**src/sv/sfvs_pkg.sv**
```systemverilog
// Shared types, constants and control store of the sampled frequent value summary.
`timescale 1ns / 1ps
`default_nettype none

package sfvs_pkg;

   localparam int SLOTS       = 8;
   localparam int SLOT_W      = $clog2(SLOTS);
   localparam int DATA_W      = 32;
   localparam int SEED_W      = 31;
   localparam int MULT_W      = 15;
   localparam int PROD_W      = SEED_W + MULT_W;
   localparam int SCALE_W     = DATA_W + SLOT_W;
   localparam int ROUND_LIMIT = 256;
   localparam int ROUND_W     = $clog2(ROUND_LIMIT + 1);

   localparam logic [DATA_W-1:0] PROB_ONE = 32'h8000_0000;
   localparam logic [DATA_W-1:0] CNT_MAX  = 32'hffff_ffff;
   localparam logic [SEED_W-1:0] GEN_MOD  = 31'h7fff_ffff;
   localparam logic [SEED_W-1:0] SEED_RST = 31'd1;
   localparam logic [MULT_W-1:0] GEN_MULT = 15'd16807;

   typedef enum logic [1:0] {
      OP_ADD   = 2'd0,
      OP_CLEAR = 2'd1,
      OP_DUMP  = 2'd2
   } op_type;

   typedef logic [4:0] pc_type;

   // control store addresses
   localparam pc_type PC_FETCH  = 5'd0;
   localparam pc_type PC_FIND   = 5'd1;
   localparam pc_type PC_FREE   = 5'd2;
   localparam pc_type PC_ROUND  = 5'd3;
   localparam pc_type PC_LOAD   = 5'd4;
   localparam pc_type PC_TMUL   = 5'd5;
   localparam pc_type PC_TKEEP  = 5'd6;
   localparam pc_type PC_STORE  = 5'd7;
   localparam pc_type PC_SCALE  = 5'd8;
   localparam pc_type PC_SMUL   = 5'd9;
   localparam pc_type PC_SFOLD  = 5'd10;
   localparam pc_type PC_TEST   = 5'd11;
   localparam pc_type PC_INC    = 5'd12;
   localparam pc_type PC_CLEAR  = 5'd13;
   localparam pc_type PC_DSTART = 5'd14;
   localparam pc_type PC_DCHECK = 5'd15;
   localparam pc_type PC_DSKIP  = 5'd16;
   localparam pc_type PC_EMIT   = 5'd17;
   localparam pc_type PC_DNEXT  = 5'd18;
   localparam pc_type PC_DEND   = 5'd19;

   typedef enum logic [3:0] {
      ACT_NOP,
      ACT_FETCH,
      ACT_FIND,
      ACT_TAKE_FREE,
      ACT_THIN_START,
      ACT_LOAD,
      ACT_MUL,
      ACT_FOLD_THIN,
      ACT_STORE,
      ACT_SCALE,
      ACT_FOLD,
      ACT_INC,
      ACT_CLEAR,
      ACT_DUMP_START,
      ACT_EMIT,
      ACT_K_INC
   } act_type;

   typedef enum logic [1:0] {
      JMP_SEQ,
      JMP_BR,
      JMP_GOTO,
      JMP_DISPATCH
   } jump_type;

   typedef enum logic [3:0] {
      C_NONE,
      C_MATCH,
      C_FREE,
      C_ROUNDS_DONE,
      C_LEFT_ZERO,
      C_K_NOT_LAST,
      C_P_ONE,
      C_REJECT,
      C_DUMP_DONE,
      C_COUNT_ZERO,
      C_OUT_BUSY
   } cond_type;

   typedef struct packed {
      act_type  act;
      jump_type jump;
      cond_type cond;
      pc_type   target;
   } ctrl_word_type;

   // microprogram; a branch falls through to the next step when its condition is false
   function automatic ctrl_word_type ucode_rom(input pc_type pc);
      ctrl_word_type w;
      case (pc)
         PC_FETCH:  w = '{ACT_FETCH,      JMP_DISPATCH, C_NONE,        PC_FETCH};
         // add: match, else free slot, else thin and retry
         PC_FIND:   w = '{ACT_FIND,       JMP_BR,       C_MATCH,       PC_SMUL};
         PC_FREE:   w = '{ACT_TAKE_FREE,  JMP_BR,       C_FREE,        PC_SMUL};
         PC_ROUND:  w = '{ACT_THIN_START, JMP_BR,       C_ROUNDS_DONE, PC_FETCH};
         PC_LOAD:   w = '{ACT_LOAD,       JMP_SEQ,      C_NONE,        PC_FETCH};
         PC_TMUL:   w = '{ACT_MUL,        JMP_BR,       C_LEFT_ZERO,   PC_STORE};
         PC_TKEEP:  w = '{ACT_FOLD_THIN,  JMP_GOTO,     C_NONE,        PC_TMUL};
         PC_STORE:  w = '{ACT_STORE,      JMP_BR,       C_K_NOT_LAST,  PC_LOAD};
         PC_SCALE:  w = '{ACT_SCALE,      JMP_GOTO,     C_NONE,        PC_FREE};
         // sampled increment
         PC_SMUL:   w = '{ACT_MUL,        JMP_BR,       C_P_ONE,       PC_INC};
         PC_SFOLD:  w = '{ACT_FOLD,       JMP_SEQ,      C_NONE,        PC_FETCH};
         PC_TEST:   w = '{ACT_NOP,        JMP_BR,       C_REJECT,      PC_FETCH};
         PC_INC:    w = '{ACT_INC,        JMP_GOTO,     C_NONE,        PC_FETCH};
         PC_CLEAR:  w = '{ACT_CLEAR,      JMP_GOTO,     C_NONE,        PC_FETCH};
         // dump walk
         PC_DSTART: w = '{ACT_DUMP_START, JMP_SEQ,      C_NONE,        PC_FETCH};
         PC_DCHECK: w = '{ACT_NOP,        JMP_BR,       C_DUMP_DONE,   PC_FETCH};
         PC_DSKIP:  w = '{ACT_NOP,        JMP_BR,       C_COUNT_ZERO,  PC_DNEXT};
         PC_EMIT:   w = '{ACT_EMIT,       JMP_BR,       C_OUT_BUSY,    PC_EMIT};
         PC_DNEXT:  w = '{ACT_K_INC,      JMP_BR,       C_K_NOT_LAST,  PC_DCHECK};
         PC_DEND:   w = '{ACT_NOP,        JMP_GOTO,     C_NONE,        PC_FETCH};
         default:   w = '{ACT_NOP,        JMP_GOTO,     C_NONE,        PC_FETCH};
      endcase
      return w;
   endfunction

endpackage

`default_nettype wire

```
**src/sv/sampled_frequent_value_summary.sv**
```systemverilog
// Top level: microcoded sampled frequent value summary with 8 value/count slots.
//
// req_ channel takes one command beat: op (add, clear, dump) and sample_value.
// rsp_ channel returns one beat per nonzero slot on a dump, last set on the final one.
// csr_wr_en/csr_wr_data load the generator seed; it takes effect at the next clear.
// One beat on req_ is accepted, then the sequencer runs the op:
//   add, matching slot, probability one      : increment the count
//   add into a free slot, probability one    : take the slot, then increment
//   add with a sampling draw                 : increment only if the draw is kept
//   clear                                    : empty the slots, load the seed
//   dump                                     : walk the slots, one beat per nonzero count
// A full table triggers thinning: one generator draw per unit of count (multiply
// then fold), slot by slot, up to 256 rounds; req_stall stays high.
// Reset (synchronous) empties the slots, sets probability to one and the seed to 1.
// A dump beat waits in the output register while rsp_stall is high; the walk
// holds until it is taken, and one beat may wait while the next command is fetched.
`timescale 1ns / 1ps
`default_nettype none

module sampled_frequent_value_summary (
   input  wire logic                              clock,
   input  wire logic                              reset,
   input  wire logic                              req_valid,
   output logic                                   req_stall,
   input  wire logic [1:0]                        req_op,
   input  wire logic [sfvs_pkg::DATA_W-1:0]       req_sample_value,
   output logic                                   rsp_valid,
   input  wire logic                              rsp_stall,
   output logic [2:0]                             rsp_slot_index,
   output logic [sfvs_pkg::DATA_W-1:0]            rsp_slot_value,
   output logic [sfvs_pkg::DATA_W-1:0]            rsp_slot_count,
   output logic [sfvs_pkg::DATA_W-1:0]            rsp_keep_probability,
   output logic                                   rsp_last,
   input  wire logic                              csr_wr_en,
   input  wire logic [sfvs_pkg::SEED_W-1:0]       csr_wr_data
);

   localparam int SLOTS   = sfvs_pkg::SLOTS;
   localparam int SLOT_W  = sfvs_pkg::SLOT_W;
   localparam int DATA_W  = sfvs_pkg::DATA_W;
   localparam int SEED_W  = sfvs_pkg::SEED_W;
   localparam int PROD_W  = sfvs_pkg::PROD_W;
   localparam int SCALE_W = sfvs_pkg::SCALE_W;
   localparam int ROUND_W = sfvs_pkg::ROUND_W;

   sfvs_pkg::ctrl_word_type ctrl;

   sfvs_pkg::pc_type           pc_ff, pc_in;
   logic [DATA_W-1:0]          value_ff, value_in;
   logic [SLOT_W-1:0]          k_ff, k_in;
   logic [ROUND_W-1:0]         rounds_ff, rounds_in;
   logic [DATA_W-1:0]          left_ff, left_in;
   logic [DATA_W-1:0]          kept_ff, kept_in;
   logic [PROD_W-1:0]          prod_ff, prod_in;
   logic                       deg_ff, deg_in;
   logic [SEED_W-1:0]          gen_ff, gen_in;
   logic [DATA_W-1:0]          prob_ff, prob_in;
   logic [SEED_W-1:0]          seed_ff, seed_in;
   logic [DATA_W-1:0]          vals_ff [SLOTS];
   logic [DATA_W-1:0]          vals_in [SLOTS];
   logic [DATA_W-1:0]          cnts_ff [SLOTS];
   logic [DATA_W-1:0]          cnts_in [SLOTS];
   logic                       rsp_valid_ff, rsp_valid_in;
   logic [2:0]                 rsp_index_ff, rsp_index_in;
   logic [DATA_W-1:0]          rsp_value_ff, rsp_value_in;
   logic [DATA_W-1:0]          rsp_count_ff, rsp_count_in;
   logic [DATA_W-1:0]          rsp_prob_ff, rsp_prob_in;
   logic                       rsp_last_ff, rsp_last_in;

   logic                       req_accept;
   logic                       out_busy;
   logic [SLOTS-1:0]           match_vec, zero_vec, from_k_vec, after_k_vec;
   logic [SLOT_W-1:0]          match_idx, free_idx;
   logic                       cond_true;
   logic [DATA_W-1:0]          fold_sum;
   logic [SEED_W-1:0]          fold_val;
   logic [DATA_W-1:0]          prob_scaled;
   logic [SCALE_W-1:0]         prob_prod;
   logic [DATA_W-1:0]          thr;
   logic                       reject;
   logic                       rounds_done;

   assign ctrl       = sfvs_pkg::ucode_rom(pc_ff);
   assign req_stall  = (ctrl.act != sfvs_pkg::ACT_FETCH);
   assign req_accept = req_valid && !req_stall;
   assign out_busy   = rsp_valid_ff && rsp_stall;

   assign rsp_valid            = rsp_valid_ff;
   assign rsp_slot_index       = rsp_index_ff;
   assign rsp_slot_value       = rsp_value_ff;
   assign rsp_slot_count       = rsp_count_ff;
   assign rsp_keep_probability = rsp_prob_ff;
   assign rsp_last             = rsp_last_ff;

   // slot compares, all in parallel; lowest index wins
   always_comb begin
      match_idx = '0;
      free_idx  = '0;
      for (int i = 0; i < SLOTS; i++) begin
         match_vec[i]   = (vals_ff[i] == value_ff);
         zero_vec[i]    = (cnts_ff[i] == '0);
         from_k_vec[i]  = !zero_vec[i] && (SLOT_W'(i) >= k_ff);
         after_k_vec[i] = !zero_vec[i] && (SLOT_W'(i) > k_ff);
      end
      for (int i = SLOTS - 1; i >= 0; i--) begin
         if (match_vec[i]) begin
            match_idx = SLOT_W'(i);
         end
         if (zero_vec[i]) begin
            free_idx = SLOT_W'(i);
         end
      end
   end

   // generator fold: x mod (2^31 - 1) from the registered product
   always_comb begin
      fold_sum = {1'b0, prod_ff[SEED_W-1:0]} + DATA_W'(prod_ff[PROD_W-1:SEED_W]);
      if (fold_sum >= {1'b0, sfvs_pkg::GEN_MOD}) begin
         fold_sum = fold_sum - {1'b0, sfvs_pkg::GEN_MOD};
      end
      // seeds 0 and 2^31-1 lock the generator at 2^31-1
      fold_val = deg_ff ? sfvs_pkg::GEN_MOD : fold_sum[SEED_W-1:0];
   end

   always_comb begin
      prob_prod   = SCALE_W'(prob_ff) * SCALE_W'(SLOTS - 1);
      prob_scaled = DATA_W'(prob_prod / SCALE_W'(SLOTS));
      // floor(p * (2^31 - 1) / 2^31) is p - 1 for 0 < p < one
      thr         = (prob_ff == '0) ? '0 : prob_ff - DATA_W'(1);
      reject      = ({1'b0, gen_ff} > thr);
      rounds_done = (rounds_ff == ROUND_W'(sfvs_pkg::ROUND_LIMIT));
   end

   always_comb begin
      case (ctrl.cond)
         sfvs_pkg::C_NONE:        cond_true = 1'b0;
         sfvs_pkg::C_MATCH:       cond_true = |match_vec;
         sfvs_pkg::C_FREE:        cond_true = |zero_vec;
         sfvs_pkg::C_ROUNDS_DONE: cond_true = rounds_done;
         sfvs_pkg::C_LEFT_ZERO:   cond_true = (left_ff == '0);
         sfvs_pkg::C_K_NOT_LAST:  cond_true = (k_ff != SLOT_W'(SLOTS - 1));
         sfvs_pkg::C_P_ONE:       cond_true = (prob_ff == sfvs_pkg::PROB_ONE);
         sfvs_pkg::C_REJECT:      cond_true = reject;
         sfvs_pkg::C_DUMP_DONE:   cond_true = !(|from_k_vec);
         sfvs_pkg::C_COUNT_ZERO:  cond_true = (cnts_ff[k_ff] == '0);
         sfvs_pkg::C_OUT_BUSY:    cond_true = out_busy;
         default:                 cond_true = 1'b0;
      endcase
   end

   // step sequencer
   always_comb begin
      case (ctrl.jump)
         sfvs_pkg::JMP_SEQ:  pc_in = pc_ff + 5'd1;
         sfvs_pkg::JMP_BR:   pc_in = cond_true ? ctrl.target : pc_ff + 5'd1;
         sfvs_pkg::JMP_GOTO: pc_in = ctrl.target;
         sfvs_pkg::JMP_DISPATCH: begin
            pc_in = sfvs_pkg::PC_FETCH;
            if (req_accept) begin
               case (req_op)
                  sfvs_pkg::OP_ADD:   pc_in = sfvs_pkg::PC_FIND;
                  sfvs_pkg::OP_CLEAR: pc_in = sfvs_pkg::PC_CLEAR;
                  sfvs_pkg::OP_DUMP:  pc_in = sfvs_pkg::PC_DSTART;
                  default:            pc_in = sfvs_pkg::PC_FETCH;
               endcase
            end
         end
         default: pc_in = sfvs_pkg::PC_FETCH;
      endcase
   end

   // datapath driven by the control word
   always_comb begin
      value_in     = value_ff;
      k_in         = k_ff;
      rounds_in    = rounds_ff;
      left_in      = left_ff;
      kept_in      = kept_ff;
      prod_in      = prod_ff;
      deg_in       = deg_ff;
      gen_in       = gen_ff;
      prob_in      = prob_ff;
      vals_in      = vals_ff;
      cnts_in      = cnts_ff;
      seed_in      = csr_wr_en ? csr_wr_data : seed_ff;
      rsp_valid_in = rsp_valid_ff && rsp_stall;
      rsp_index_in = rsp_index_ff;
      rsp_value_in = rsp_value_ff;
      rsp_count_in = rsp_count_ff;
      rsp_prob_in  = rsp_prob_ff;
      rsp_last_in  = rsp_last_ff;

      case (ctrl.act)
         sfvs_pkg::ACT_FETCH: begin
            if (req_accept) begin
               value_in = req_sample_value;
            end
         end
         sfvs_pkg::ACT_FIND: begin
            rounds_in = '0;
            if (|match_vec) begin
               k_in = match_idx;
            end
         end
         sfvs_pkg::ACT_TAKE_FREE: begin
            if (|zero_vec) begin
               vals_in[free_idx] = value_ff;
               k_in              = free_idx;
            end
         end
         sfvs_pkg::ACT_THIN_START: begin
            k_in = '0;
            if (!rounds_done) begin
               rounds_in = rounds_ff + ROUND_W'(1);
            end
         end
         sfvs_pkg::ACT_LOAD: begin
            left_in = cnts_ff[k_ff];
            kept_in = '0;
         end
         sfvs_pkg::ACT_MUL: begin
            prod_in = PROD_W'(gen_ff) * PROD_W'(sfvs_pkg::GEN_MULT);
            deg_in  = (gen_ff == '0) || (gen_ff == sfvs_pkg::GEN_MOD);
         end
         sfvs_pkg::ACT_FOLD_THIN: begin
            gen_in  = fold_val;
            left_in = left_ff - DATA_W'(1);
            if ((fold_val % SEED_W'(SLOTS)) != '0) begin
               kept_in = kept_ff + DATA_W'(1);
            end
         end
         sfvs_pkg::ACT_STORE: begin
            cnts_in[k_ff] = kept_ff;
            k_in          = k_ff + SLOT_W'(1);
         end
         sfvs_pkg::ACT_SCALE: begin
            prob_in = prob_scaled;
         end
         sfvs_pkg::ACT_FOLD: begin
            gen_in = fold_val;
         end
         sfvs_pkg::ACT_INC: begin
            if (cnts_ff[k_ff] != sfvs_pkg::CNT_MAX) begin
               cnts_in[k_ff] = cnts_ff[k_ff] + DATA_W'(1);
            end
         end
         sfvs_pkg::ACT_CLEAR: begin
            for (int i = 0; i < SLOTS; i++) begin
               vals_in[i] = '0;
               cnts_in[i] = '0;
            end
            prob_in = sfvs_pkg::PROB_ONE;
            gen_in  = seed_ff;
         end
         sfvs_pkg::ACT_DUMP_START: begin
            k_in = '0;
         end
         sfvs_pkg::ACT_EMIT: begin
            if (!out_busy) begin
               rsp_valid_in = 1'b1;
               rsp_index_in = 3'(k_ff);
               rsp_value_in = vals_ff[k_ff];
               rsp_count_in = cnts_ff[k_ff];
               rsp_prob_in  = prob_ff;
               rsp_last_in  = !(|after_k_vec);
            end
         end
         sfvs_pkg::ACT_K_INC: begin
            k_in = k_ff + SLOT_W'(1);
         end
         default: begin
         end
      endcase
   end

   always_ff @(posedge clock) begin
      if (reset) begin
         pc_ff        <= sfvs_pkg::PC_FETCH;
         rsp_valid_ff <= 1'b0;
         seed_ff      <= sfvs_pkg::SEED_RST;
         gen_ff       <= sfvs_pkg::SEED_RST;
         prob_ff      <= sfvs_pkg::PROB_ONE;
         for (int i = 0; i < SLOTS; i++) begin
            vals_ff[i] <= '0;
            cnts_ff[i] <= '0;
         end
      end else begin
         pc_ff        <= pc_in;
         rsp_valid_ff <= rsp_valid_in;
         seed_ff      <= seed_in;
         gen_ff       <= gen_in;
         prob_ff      <= prob_in;
         vals_ff      <= vals_in;
         cnts_ff      <= cnts_in;
      end
   end

   // scratch and result payload, no reset needed
   always_ff @(posedge clock) begin
      value_ff     <= value_in;
      k_ff         <= k_in;
      rounds_ff    <= rounds_in;
      left_ff      <= left_in;
      kept_ff      <= kept_in;
      prod_ff      <= prod_in;
      deg_ff       <= deg_in;
      rsp_index_ff <= rsp_index_in;
      rsp_value_ff <= rsp_value_in;
      rsp_count_ff <= rsp_count_in;
      rsp_prob_ff  <= rsp_prob_in;
      rsp_last_ff  <= rsp_last_in;
   end

endmodule

`default_nettype wire

```
**config.mk**
```make
export PLATFORM = sky130hd
export DESIGN_NAME = sampled_frequent_value_summary
export DESIGN_NICKNAME = d
export VERILOG_FILES = /design/src/sv/sfvs_pkg.sv /design/src/sv/sampled_frequent_value_summary.sv
export SDC_FILE = /design/constraint.sdc
export NUM_CORES = 2
export LEC_CHECK = 0
export BUFFER_PORTS_ARGS = -buffer_cell sky130_fd_sc_hd__buf_2
export CORE_AREA = 10 10 306 382
export CTS_CLUSTER_SIZE = 20
export DETAILED_ROUTE_END_ITERATION = 12
export DIE_AREA = 0 0 316 392
export PLACE_DENSITY = 0.73
export SLEW_MARGIN = 10
export SYNTH_ARGS = -nofsm -noshare
export SYNTH_HDL_FRONTEND = slang
export SYNTH_SLANG_ARGS = --single-unit
export TNS_END_PERCENT = 50
```
**constraint.sdc**
```tcl
create_clock -name clock -period 11.2 [get_ports clock]
set_input_delay 0.56 -clock clock [delete_from_list [all_inputs] [get_ports clock]]
set_output_delay 0.56 -clock clock [all_outputs]
set_load 0.1 [all_outputs]
```
Word level (Yosys, flattened, before mapping) --
Memory sizes are Yosys's and may differ from the RTL's. A register that Yosys moved wholly into a read port is not among the register bits. Index checks and enable logic that the tools add are counted.
Storage, ports and cells: register bits 867, latch bits 0, bits in writable memories 0, bits in read-only memories 480, input bits 70, memories 1
Cells by class: $add $sub $neg 9, multiply operators 2, div/mod/pow operators 0, magnitude comparators 22, eq/ne operators 49, shifts and indexed selects 0, mux-type cells 53, bitwise operators 3, reductions and logical operators 68
Memory list:
- (no name shown) | depth 32, bits a word 15, read ports 1, clocked after Yosys merged registers in 1, wr ports 0, line sfvs_pkg.sv:103 | case (pc)
Operators by type and width (count):
- 256-bit bitwise mux | 3
- 256-bit one-hot mux with 3 select lines | 1
- 256-bit 2-to-1 mux | 2
- 256-bit one-hot mux with 2 select lines | 1
- 32-bit zero test | 11
- 32-bit == test | 8
- 32-bit 2-to-1 mux | 8
- 32-bit binary-select mux with 3-bit select | 2
- 32-bit demux with 3-bit select | 2
- 32-bit one-hot mux with 2 select lines | 3
- 32-bit by 1-bit adder with 32-bit output, second input constant | 2
- 32-bit by 1-bit subtractor with 32-bit output, second input constant | 2
- 31-bit 2-to-1 mux | 2
- 31-bit one-hot mux with 2 select lines | 1
- 3-bit 2-to-1 mux | 18
- 31-bit by 15-bit multiplier with 46-bit output, second input constant | 1
- 4-bit == test, second input constant | 11
- 32-bit by 3-bit multiplier with 35-bit output, second input constant | 1
- 31-bit by 15-bit adder with 32-bit output | 1
- 32-bit == test, second input constant | 1
- 4-bit by 3-bit == test with 1-bit output, second input constant | 8
- 32-bit by 31-bit greater-or-equal comparator with 1-bit output, second input constant | 1
- 31-bit by 32-bit greater-than comparator with 1-bit output | 1
- 32-bit != test, second input constant | 1
- 45 further kinds | 114

Longest topological paths before layout --
word-level depth 17, gate-level depth with buffers 27

Least setup slack after synthesis --
No wires, ideal clock.
path kind reg-to-reg, start register prod_ff[0], end register kept_ff[0] (enable), setup time 0.480 ns, arrival 6.392 ns, data required time 10.720 ns, path slack 4.328 ns, cell stages (with the launch flop) 14, clock period less this slack 6.872 ns, cells stage by stage edfxtp_1 > ha_1 > fa_1 > a21o_1 > a221oi_1 > xor2_1 > nor4_2 > nand4bb_1 > a211o_1 > or4_4 > nor4_2 > o21ai_0 > xnor2_1 > a311oi_1
On the way: word-level cells in the longest chain between the ends 7
RTL lines:
- start, declared | line sampled_frequent_value_summary.sv:54 | logic [PROD_W-1:0] prod_ff, prod_in;
- start signal, assigned | line sampled_frequent_value_summary.sv:305 | prod_ff <= prod_in;
- 31-bit by 15-bit adder with 32-bit output (*) | line sampled_frequent_value_summary.sv:117 | fold_sum = {1'b0, prod_ff[SEED_W-1:0]} + DATA_W'(prod_ff[PROD_W-1:SEED_W]);
- 31-bit subtractor or 32-bit by 31-bit greater-or-equal comparator with 1-bit output (tied branches) | line sampled_frequent_value_summary.sv:119, sampled_frequent_value_summary.sv:118
- 31-bit 2-to-1 mux (*) | line sampled_frequent_value_summary.sv:118 | if (fold_sum >= {1'b0, sfvs_pkg::GEN_MOD}) begin
- 31-bit 2-to-1 mux (*) | line sampled_frequent_value_summary.sv:122 | fold_val = deg_ff ? sfvs_pkg::GEN_MOD : fold_sum[SEED_W-1:0];
- 31-bit nonzero test (*) | line sampled_frequent_value_summary.sv:228 | if ((fold_val % SEED_W'(SLOTS)) != '0) begin
- 2-bit != test (no line) (*)
- 2-bit AND reduction (no line) (*)
- end signal, assigned | line sampled_frequent_value_summary.sv:304 | kept_ff <= kept_in;
- end, declared | line sampled_frequent_value_summary.sv:53 | logic [DATA_W-1:0] kept_ff, kept_in;
Every way passes the cells marked *; elsewhere a longest branch is shown, timed or not. A chain may end at the register's enable or synchronous reset.

Final worst setup path --
start register gen_ff[13], end register prod_ff[45], data pin
On the way: word-level cells in the longest chain between the ends 1
RTL lines:
- start, declared | line sampled_frequent_value_summary.sv:56 | logic [SEED_W-1:0] gen_ff, gen_in;
- start signal, assigned | line sampled_frequent_value_summary.sv:281 | gen_ff <= sfvs_pkg::SEED_RST;
- start signal, assigned | line sampled_frequent_value_summary.sv:291 | gen_ff <= gen_in;
- 31-bit by 15-bit multiplier with 46-bit output | line sampled_frequent_value_summary.sv:222 | prod_in = PROD_W'(gen_ff) * PROD_W'(sfvs_pkg::GEN_MULT);
No other way between the ends.

==> results.sh <==
export IMPL_outcome="complete, no violations"
export IMPL_cpMaxStageDelayCell="a2111oi_1"
export IMPL_die_x_um=316
export IMPL_core_area_um2=109000
export IMPL_syn_area_um2=54300
export IMPL_dieArea_um2=124000
export IMPL_pwr_share_comb_pct=38.4
export IMPL_vdd_ir_drop_max_mv=0.156
export IMPL_max_slew_margin_pct=7.42
export IMPL_hold_path_class="primary input to flip-flop"
export IMPL_fin_crit_ns=7.61
export IMPL_rsz0062_at_grt="false"
export IMPL_cts_buffers=95
export IMPL_rrSetupSlack_ns=3.59
export IMPL_cts_tree="built"
export IMPL_fin_crit_sh_pct=68.0
export IMPL_async_reset_ff_share_pct=0
export IMPL_num_rows=136
export IMPL_slew_violations=0
export IMPL_initial_core_util_pct=49.7
export IMPL_tightest_slew_ns=1.38
export IMPL_cp_start_kind="flip-flop"
export IMPL_drv_cap=0
export IMPL_dr_pass1_iters=7
export IMPL_fin_setup_tns_ns=0
export IMPL_antenna_left=0
export IMPL_syn_to_final_growth_pct=10.7
export IMPL_synth_edff_count=255
export IMPL_synth_nets=6319
export IMPL_powerDensity_nw_per_um2=203
export IMPL_yosysWarnings=0
export IMPL_wl_per_cell_um=26.7
export IMPL_post_cts_setup_buffer_count=0
export IMPL_antenna_found_initial=4
export IMPL_arrival_ns=8.10
export IMPL_cts_sinks=882
export IMPL_gp_congestion=0.996
export IMPL_path_clk_slew_ns=0.07
export IMPL_critical_path_class="flip-flop to flip-flop"
export IMPL_cts_resized=0
export IMPL_syn_area_per_cell_um2=9.46
export IMPL_setup_viol=0
export IMPL_synthFlopType="dfxtp_1"
export IMPL_clockBufferDepth=3
export IMPL_io_buffer_count=171
export IMPL_path_cells="inv_1 > fa_1 > inv_1 > ha_1 > fa_1 > ha_1 > inv_1 > fa_1 > inv_1 > fa_1 > ha_1 > and3_1 > a2111oi_1 > o211a_1 > o31ai_1 > a21bo_2 > o21ai_0 > o2111ai_1 > a21oi_1 > o221ai_1 > a211o_1 > and2_1"
export IMPL_ioPinCount=172
export IMPL_swShare_pct=41.7
export IMPL_crit_buf_inv=4
export IMPL_drive_gt1_share_pct=9.42
export IMPL_drtIter0Drc=6180
export IMPL_place_hpwl_um=141000
export IMPL_synth_cell_type_count=91
export IMPL_fin_skew_ns=0.0776
export IMPL_synth_seq_cells=882
export IMPL_grt_pass1_vias=45200
export IMPL_drt_wl_total_um=195000
export IMPL_cpPeakStageDelay_ns=0.88
export IMPL_htreeDepth=3
export IMPL_leakage_nw=25.4
export IMPL_p_clk_share_pct=27.7
export IMPL_vias=46600
export IMPL_hold_ws_ns=0.0322
export IMPL_grt_ovfl_total=0
export IMPL_drc_errors=0
export IMPL_fmax_mhz=131
export IMPL_grt_pass1_wl_um=291000
export IMPL_endpoint_kind="flip-flop"
export IMPL_finalHoldViolCount=0
export IMPL_grt_use_total_pct=30.7
export IMPL_p_int_mw=7.11
export IMPL_final_net_count=6357
export IMPL_clock_latency_ns=0.76
export IMPL_root_buffer="clkbuf_16"
export IMPL_synthCells=5740
export IMPL_cts_hold_buf=30
export IMPL_ys_seq_area_share_pct=37.2
export IMPL_vias_per_cell=6.38
export IMPL_worstPathMaxFanout=7
export IMPL_grt_max_degree=228
export IMPL_die_y_um=392
export IMPL_seqPwrFrac_pct=33.9
export IMPL_cp_required_ns=11.69
export IMPL_p_switching_mw=5.08
export IMPL_cp_top_family="compound AO/OA/AOI/OAI gates"
worst reg2reg max path: stages (launching register included):
cell	delay (ns)
dfxtp_1	0.59
inv_1	0.23
fa_1	0.53
inv_1	0.04
ha_1	0.29
fa_1	0.46
ha_1	0.29
inv_1	0.05
fa_1	0.53
inv_1	0.06
fa_1	0.49
ha_1	0.37
and3_1	0.20
a2111oi_1	0.88
o211a_1	0.34
o31ai_1	0.13
a21bo_2	0.25
o21ai_0	0.36
o2111ai_1	0.21
a21oi_1	0.37
o221ai_1	0.22
a211o_1	0.33
and2_1	0.17
per-stage QoR:
step	setup slack, ns	instances	total power, mW	cell area, um2	utilization [%]
6_report	3.59	7311	12.2	60100	55.0
4_1_cts	3.40	7308	12.1	60100	54.9
3_3_place_gp	3.63	7099	8.62	56400	51.6
3_5_place_dp	3.48	7099	8.68	56400	51.6
2_1_floorplan	4.33	5740	6.99	54300	-
5_1_grt	3.26	7309	12.7	60100	55.0
state kept, by name (all words and copies together) (netlist names), 32 cells and up:
signal                count
cnts_ff                 256
kept_ff                  32
left_ff                  32
prob_ff                  32
prod_ff                  46
rsp_keep_probability     32
rsp_slot_count           32
rsp_slot_value           32
vals_ff                 256
value_ff                 32
cell usage after synthesis (all sizes together) (23+ instances only):
cell | instances | share of area [%]
nor2 | 752 | 5.2
dfxtp | 627 | 23
ha | 343 | 7.9
mux2i | 336 | 6.2
nand2 | 325 | 2.3
inv | 291 | 2.0
xnor2 | 272 | 4.4
edfxtp | 255 | 14
clkbuf | 238 | 1.6
a21oi | 232 | 2.2
a22oi | 226 | 3.1
o21ai | 204 | 1.9
xor2 | 200 | 3.2
fa | 166 | 6.1
nor4 | 140 | 1.6
nand3 | 120 | 1.1
nand4 | 116 | 1.3
buf | 99 | 0.80
nor3 | 76 | 0.70
o221ai | 45 | 0.73
and3 | 44 | 0.51
mux2 | 43 | 0.89
a21o | 38 | 0.53
a221oi | 38 | 0.62
and2 | 32 | 0.37
a211oi | 30 | 0.42
a221o | 29 | 0.53
a22o | 27 | 0.44
o22ai | 26 | 0.30
nor2b | 24 | 0.28
or3 | 23 | 0.26
layout make-up:
cell class,count,area (um2)
fill,9688,49300
multi-input combinational,4228,31900
sequential,882,20200
clock buffer,131,2830
tap,1449,1810
timing repair buffer,278,1770
inverter,293,1100
clock inverter,48,541
antenna,2,5.00
routing by layer:
layer | track usage (%) | part of all wire, %
met4 | 19.2 | 6.9
met5 | 0 | 0.012
met2 | 47.4 | 44
met1 | 39.4 | 39
met3 | 5.54 | 9.8
cells by family after synthesis:
kind of cell	count (synthesis)	share of synthesized area [%]
and+or+nand+nor	1744	14.9
AOI/OAI and AO/OA	1109	14.1
DFF	882	37.2
buffers and inverters	630	4.47
adders and majority gates	509	14.0
xor gates and xnor gates	472	7.61
muxes	394	7.70
cell usage in the layout (no fill, tap or decap), types with 170 or more instances in the layout:
cell type / Yosys / routed
nor2_1: 752 / 735
dfxtp_1: 627 / 627
ha_1: 343 / 343
mux2i_1: 336 / 336
nand2_1: 324 / 321
inv_1: 290 / 290
xnor2_1: 272 / 272
edfxtp_1: 255 / 255
a21oi_1: 230 / 229
a22oi_1: 226 / 226
xor2_1: 200 / 200
o21ai_0: 184 / 182
buf_2: 36 / 170
power groups by stage:
stage / registers [mW] / clock network, mW / logic [mW]
finish: 4.13 / 3.38 / 4.68
global route: 4.17 / 3.53 / 4.98
CTS: 4.12 / 3.40 / 4.54
detailed placement: 4.18 / 0 / 4.50
global placement: 4.17 / 0 / 4.45
floorplan: 3.88 / 0 / 3.10
path summary, 6_finish.rpt:
| check | cells past startpoint | from | to |
|---|---|---|---|
| max | 22 | gen_ff[13] | prod_ff[45] |
| min reg2reg | 2 | cnts_ff[59] | cnts_ff[59] |
| min | 1 | req_sample_value[26] | value_ff[26] |
| max reg2reg | 22 | gen_ff[13] | prod_ff[45] |
Power figures use the tool's default switching activity.
